**config.mk**
```make
export PLATFORM = sky130hd
export DESIGN_NAME = gn3d_fade
export DESIGN_NICKNAME = d
export VERILOG_FILES = /design/src/rtl/gn3d_pkg.sv /design/src/rtl/gn3d_fade.sv
export SDC_FILE = /design/constraint.sdc
export NUM_CORES = 2
export LEC_CHECK = 0
export BUFFER_PORTS_ARGS = -buffer_cell sky130_fd_sc_hd__buf_2
export CAP_MARGIN = 20
export CORE_UTILIZATION = 65
export CTS_CLUSTER_SIZE = 16
export DETAILED_ROUTE_END_ITERATION = 8
export PLACE_DENSITY = 0.82
export SYNTH_ARGS = -nofsm -noshare
export SYNTH_HDL_FRONTEND = slang
export SYNTH_SLANG_ARGS = --single-unit
```
**constraint.sdc**
```tcl
create_clock -name clk -period 28.1 [get_ports clk]
set_clock_uncertainty 0.2 [all_clocks]
set_input_delay 1.405 -clock clk [delete_from_list [all_inputs] [get_ports clk]]
set_output_delay 1.405 -clock clk [all_outputs]
set_load 0.1 [all_outputs]
```
**src/rtl/gn3d_pkg.sv**
```systemverilog
package gn3d_pkg;

  localparam int FracBitsDef = 16;
  localparam int CoordW = 32;
  localparam int OutW = 16;

  function automatic logic [7:0] perm(input logic [7:0] i);
    logic [7:0] t [256];
    t = '{
      8'd151, 8'd160, 8'd137, 8'd91, 8'd90, 8'd15, 8'd131, 8'd13, 8'd201, 8'd95, 8'd96, 8'd53,
      8'd194, 8'd233, 8'd7, 8'd225, 8'd140, 8'd36, 8'd103, 8'd30, 8'd69, 8'd142, 8'd8, 8'd99,
      8'd37, 8'd240, 8'd21, 8'd10, 8'd23, 8'd190, 8'd6, 8'd148, 8'd247, 8'd120, 8'd234, 8'd75,
      8'd0, 8'd26, 8'd197, 8'd62, 8'd94, 8'd252, 8'd219, 8'd203, 8'd117, 8'd35, 8'd11, 8'd32,
      8'd57, 8'd177, 8'd33, 8'd88, 8'd237, 8'd149, 8'd56, 8'd87, 8'd174, 8'd20, 8'd125, 8'd136,
      8'd171, 8'd168, 8'd68, 8'd175, 8'd74, 8'd165, 8'd71, 8'd134, 8'd139, 8'd48, 8'd27, 8'd166,
      8'd77, 8'd146, 8'd158, 8'd231, 8'd83, 8'd111, 8'd229, 8'd122, 8'd60, 8'd211, 8'd133, 8'd230,
      8'd220, 8'd105, 8'd92, 8'd41, 8'd55, 8'd46, 8'd245, 8'd40, 8'd244, 8'd102, 8'd143, 8'd54,
      8'd65, 8'd25, 8'd63, 8'd161, 8'd1, 8'd216, 8'd80, 8'd73, 8'd209, 8'd76, 8'd132, 8'd187,
      8'd208, 8'd89, 8'd18, 8'd169, 8'd200, 8'd196, 8'd135, 8'd130, 8'd116, 8'd188, 8'd159, 8'd86,
      8'd164, 8'd100, 8'd109, 8'd198, 8'd173, 8'd186, 8'd3, 8'd64, 8'd52, 8'd217, 8'd226, 8'd250,
      8'd124, 8'd123, 8'd5, 8'd202, 8'd38, 8'd147, 8'd118, 8'd126, 8'd255, 8'd82, 8'd85, 8'd212,
      8'd207, 8'd206, 8'd59, 8'd227, 8'd47, 8'd16, 8'd58, 8'd17, 8'd182, 8'd189, 8'd28, 8'd42,
      8'd223, 8'd183, 8'd170, 8'd213, 8'd119, 8'd248, 8'd152, 8'd2, 8'd44, 8'd154, 8'd163, 8'd70,
      8'd221, 8'd153, 8'd101, 8'd155, 8'd167, 8'd43, 8'd172, 8'd9, 8'd129, 8'd22, 8'd39, 8'd253,
      8'd19, 8'd98, 8'd108, 8'd110, 8'd79, 8'd113, 8'd224, 8'd232, 8'd178, 8'd185, 8'd112, 8'd104,
      8'd218, 8'd246, 8'd97, 8'd228, 8'd251, 8'd34, 8'd242, 8'd193, 8'd238, 8'd210, 8'd144, 8'd12,
      8'd191, 8'd179, 8'd162, 8'd241, 8'd81, 8'd51, 8'd145, 8'd235, 8'd249, 8'd14, 8'd239, 8'd107,
      8'd49, 8'd192, 8'd214, 8'd31, 8'd181, 8'd199, 8'd106, 8'd157, 8'd184, 8'd84, 8'd204, 8'd176,
      8'd115, 8'd121, 8'd50, 8'd45, 8'd127, 8'd4, 8'd150, 8'd254, 8'd138, 8'd236, 8'd205, 8'd93,
      8'd222, 8'd114, 8'd67, 8'd29, 8'd24, 8'd72, 8'd243, 8'd141, 8'd128, 8'd195, 8'd78, 8'd66,
      8'd215, 8'd61, 8'd156, 8'd180};
    return t[i];
  endfunction

endpackage

```
**src/rtl/gn3d_fade.sv**
```systemverilog
// quintic fade, five register stages: square, then cube and t*(15-6t), then 10 minus that, then product, then clamp
module gn3d_fade #(
  parameter int FRAC_BITS = gn3d_pkg::FracBitsDef
) (
  input  logic                 clk,
  input  logic                 en,
  input  logic [FRAC_BITS-1:0] t_in,
  output logic [FRAC_BITS:0]   f_out
);
  localparam int FW = FRAC_BITS;
  localparam int TW = FW + 5;
  localparam logic [2*TW-1:0] Half = (2*TW)'(1) << (FW - 1);
  localparam logic signed [TW-1:0] Fifteen = TW'(15) << FW;
  localparam logic signed [TW-1:0] Ten = TW'(10) << FW;
  localparam logic [FW:0] Unit = (FW+1)'(1) << FW;

  logic [FW-1:0] t1_r;
  logic [FW:0]   sq_r, cube_r, cube_d_r;
  logic signed [TW-1:0] c_r, d_r;
  logic [TW-1:0] fq_r;
  logic [FW:0] f_r;

  logic [2*TW-1:0] p_sq, p_cube, p_c;
  logic signed [2*TW-1:0] p_f;
  logic signed [TW-1:0] m6;
  logic [TW-1:0] fq;

  always_comb begin
    p_sq = (2*TW)'(t_in) * (2*TW)'(t_in) + Half;
    p_cube = (2*TW)'(sq_r) * (2*TW)'(t1_r) + Half;
    m6 = Fifteen - TW'(6) * TW'(t1_r);
    p_c = (2*TW)'($unsigned(m6)) * (2*TW)'(t1_r) + Half;
    p_f = $signed((2*TW)'(cube_d_r)) * (2*TW)'(d_r) + $signed(Half);
    fq = TW'($unsigned(p_f >>> FW));
  end

  always_ff @(posedge clk) begin
    if (en) begin
      t1_r <= t_in;
      sq_r <= (FW+1)'(p_sq >> FW);
      cube_r <= (FW+1)'(p_cube >> FW);
      c_r <= TW'(p_c >> FW);
      cube_d_r <= cube_r;
      d_r <= Ten - c_r;
      fq_r <= fq;
      f_r <= (fq_r > TW'(Unit)) ? Unit : (FW+1)'(fq_r);
    end
  end

  assign f_out = f_r;
endmodule

```
==> impl_results.md <==
* # port buffers at 34
* Synth Net Count at 6019
* 1st-iter DRT viols at 1771
* Hold Startpoint: cube_r[2]
* Final worst-path cycle share at 0.359
* Hold depth at 0
* First-pass GRT wire length at 154000 um
* Avg Inst Size Synth at roughly 9.6 um2
* Slowest-stage cell, CP: a221oi_4
* Fill cell count at between 4k and 5k
* RSZ-0062 raised after global routing: no
* Status: finished clean
* Top Ports at 35
* Rel. slew slack at 0.306
* Layout cell share with drive strength beyond 1 at 0.0320
* Synth Area in Compound Gates at 0.0363
* Synthesized instance count at 4572
* Crit-path leading delay family: adder cells
* H-tree levels at 4
* Hold_buf cts at 0
* Mux cell area share after synthesis at 0.000742
* DRT Pass-1 Iters at 7
* Routability cong. at 0.894
* Pre-CTS WS at 18.10 ns
* Syn. warnings at 0
* Distinct cells, synth at 84
* Simple-gate share of the synthesized area at 0.146
* P&R area growth vs syn at 2.83%
* Grt ovf at 0
* Largest family of logic cells by synthesized area: adder cells
* Fin Setup TNS at 0 ns
* Setup violators final at 0
* Worst path required time at approximately 28 ns
* Post_cts resized at 0
* Post-CTS Setup Repair Bufs at 0
* CTS tree: yes
* Layout Nets at just under 6k
* CP endpoint kind: flip-flop
* Initial antenna violation count at 1
* Die Y at 262 um
* Total Wirelength at 90000 um
* Post-DRT Antenna Nets at 0
* Tmin final at 10.10 ns
* Reg2reg path depth at 32
* Cell count along the critical path at 32
* Synthesized area at approximately 0.044 mm2
* Commonest cells after routing, fill and taps aside: inv_1, fa_1, nand2_1
* Longest Clk Path Bufs at 2
* Synth Flop Type: edfxtp_1
* Startpoint Class: flip-flop
* Die area at between 0.06 and 0.07 mm2
* Tot GR Track Use at 0.284
* Critical Path AT at slightly above 10 ns
* Critical path launch point: t1_r[0]
* Max incr delay on CP at roughly 0.84 ns
* Buf+Inv Stages, Crit Path at 5
* Setup CP Type: flip-flop to flip-flop
* Routed WL per cell at 16.8 um
* Hold slack final at 0.217 ns
* Vias in the first global route at 32.7k
* DIE WIDTH at roughly 260 um
* Core ar. at 0.0662 mm2
* Hold Crit Class: flip-flop to flip-flop
* Most common cell after layout, fill and taps aside: inv_1
* Slew Viols, Final at 0
* Number of flops mapped to enable cells by yosys at between 100 and 150
* Post-synthesis xor/xnor area fraction at 0.0271
* Worst Tran Pin Value at between 1 and 1.5 ns
* DP HPWL at 73600 um
* Final number of hold-violating endpoints at 0
* Adder-Cell Fraction of Synth Area at 0.571
* Clock slew at reported path FFs at 0.08 ns
* Total CTS buffers at 17
* Most frequent CP cell: fa_1
* Total of max-cap violations at 0
* Routed vias at 29.4k
* Core Rows at 94
* Max frequency at 99.0 MHz
* Initial core utilization at 0.662
* Worst skew pair latency at 0.47 ns
* TritonCTS Sinks at 147
* Largest net degree at the start of global routing at 79
* CTS root buffer: clkbuf_16
* Worst reg2reg startpoint: t1_r[0]
* #FFs+latches synth at 147
* Routed vias/inst at 5.49
* Post-route setup slack at 18.00 ns
* DRC viols at 0
* Post-synth ARST share at 0
* Post-synthesis sequential area ratio at 0.101
* Worst Path Max Fanout at 47
layer usage:
layer | routed length, um | vias up | GRT usage
met4 | 2430 | 0 | 0.0861
met5 | 0 | - | 0
met1 | 36000 | 14814 | 0.356
met3 | 5500 | 196 | 0.0335
li1 | - | 13361 | -
met2 | 46100 | 1063 | 0.514
stage by stage:
stage,util,area (um2),std cells
CTS,0.681,45100,5364
floorplan,-,43800,4572
global route,0.681,45100,5365
detailed placement,0.672,44500,5332
finish,0.681,45100,5366
global placement,0.672,44500,5332
synthesized netlist by cell type (4+ instances only):
| cell type | n | area [um2] |
|---|---|---|
| nand3_1 | 20 | 100 |
| or2_2 | 9 | 56.3 |
| and2_1 | 452 | 2830 |
| buf_6 | 5 | 56.3 |
| nand4_1 | 8 | 50.1 |
| edfxtp_1 | 147 | 4410 |
| o21ai_0 | 25 | 125 |
| a31oi_1 | 10 | 62.6 |
| xnor2_1 | 89 | 780 |
| fa_1 | 950 | 19000 |
| o21a_1 | 24 | 180 |
| nor2b_1 | 22 | 138 |
| ha_1 | 479 | 5990 |
| xor2_1 | 45 | 394 |
| a21o_1 | 31 | 233 |
| nor2_1 | 93 | 349 |
| clkbuf_8 | 9 | 124 |
| inv_1 | 1168 | 4380 |
| a2111oi_0 | 4 | 35.0 |
| nand2_2 | 11 | 68.8 |
| or4_1 | 5 | 37.5 |
| nor4_1 | 12 | 75.1 |
| o22ai_1 | 5 | 31.3 |
| o31ai_1 | 5 | 37.5 |
| a21oi_1 | 53 | 265 |
| clkbuf_1 | 151 | 567 |
| o21bai_1 | 8 | 60.1 |
| nand2b_1 | 12 | 75.1 |
| nand2_1 | 591 | 2220 |
| nor3_1 | 22 | 110 |
| a211o_1 | 5 | 43.8 |
| and3_1 | 16 | 100 |
| a211oi_1 | 9 | 67.6 |
path summary, 6_finish.rpt:
check                                    to  slack, ns
worst min register to register  cube_d_r[2]       0.22
worst min-delay path            cube_d_r[2]       0.22
worst max-delay path                c_r[15]      18.00
worst max register to register      c_r[15]      18.00
final cells by class:
class | count | area (um2) | area share
Timing Repair Buffer | 69 | 439 | 0.00974
Clock inverter | 12 | 106 | 0.00236
Sequential cell | 147 | 4410 | 0.0979
Multi-Input combinational cell | 3085 | 34200 | 0.759
Inverter | 1168 | 4380 | 0.0973
Clock buffer | 20 | 437 | 0.00969
Tap cell | 864 | 1080 | 0.0240
Antenna cell | 1 | 2.50 | 0.0000555
logic make-up (layout without fill, tap and decap cells):
family	count (synthesis)	count (layout)
mux	3	3
xor+xnor	135	135
other cells	0	1
simple gates	1294	1294
fa+ha+maj	1429	1429
compound gates	224	224
flops	147	147
buf+inv	1340	1269
worst reg2reg max path: cells and delay by family (launching register included):
| family | cells | cell delay [ns] |
|---|---|---|
| and+or+nand+nor | 6 | 1.80 |
| AOI/OAI and AO/OA | 12 | 3.07 |
| adders and majority gates | 9 | 3.91 |
| buffers and inverters | 5 | 0.53 |
| DFF | 1 | 0.37 |
registers in the layout (all words and copies together) (netlist names):
signal,cells
c_r,21
d_r,21
fq_r,21
cube_d_r,17
cube_r,17
f_out,17
sq_r,17
t1_r,16
Power is left out: the tool's default activity adds up to more than one toggle a clock period on the data nets, which glitch-free logic cannot reach.
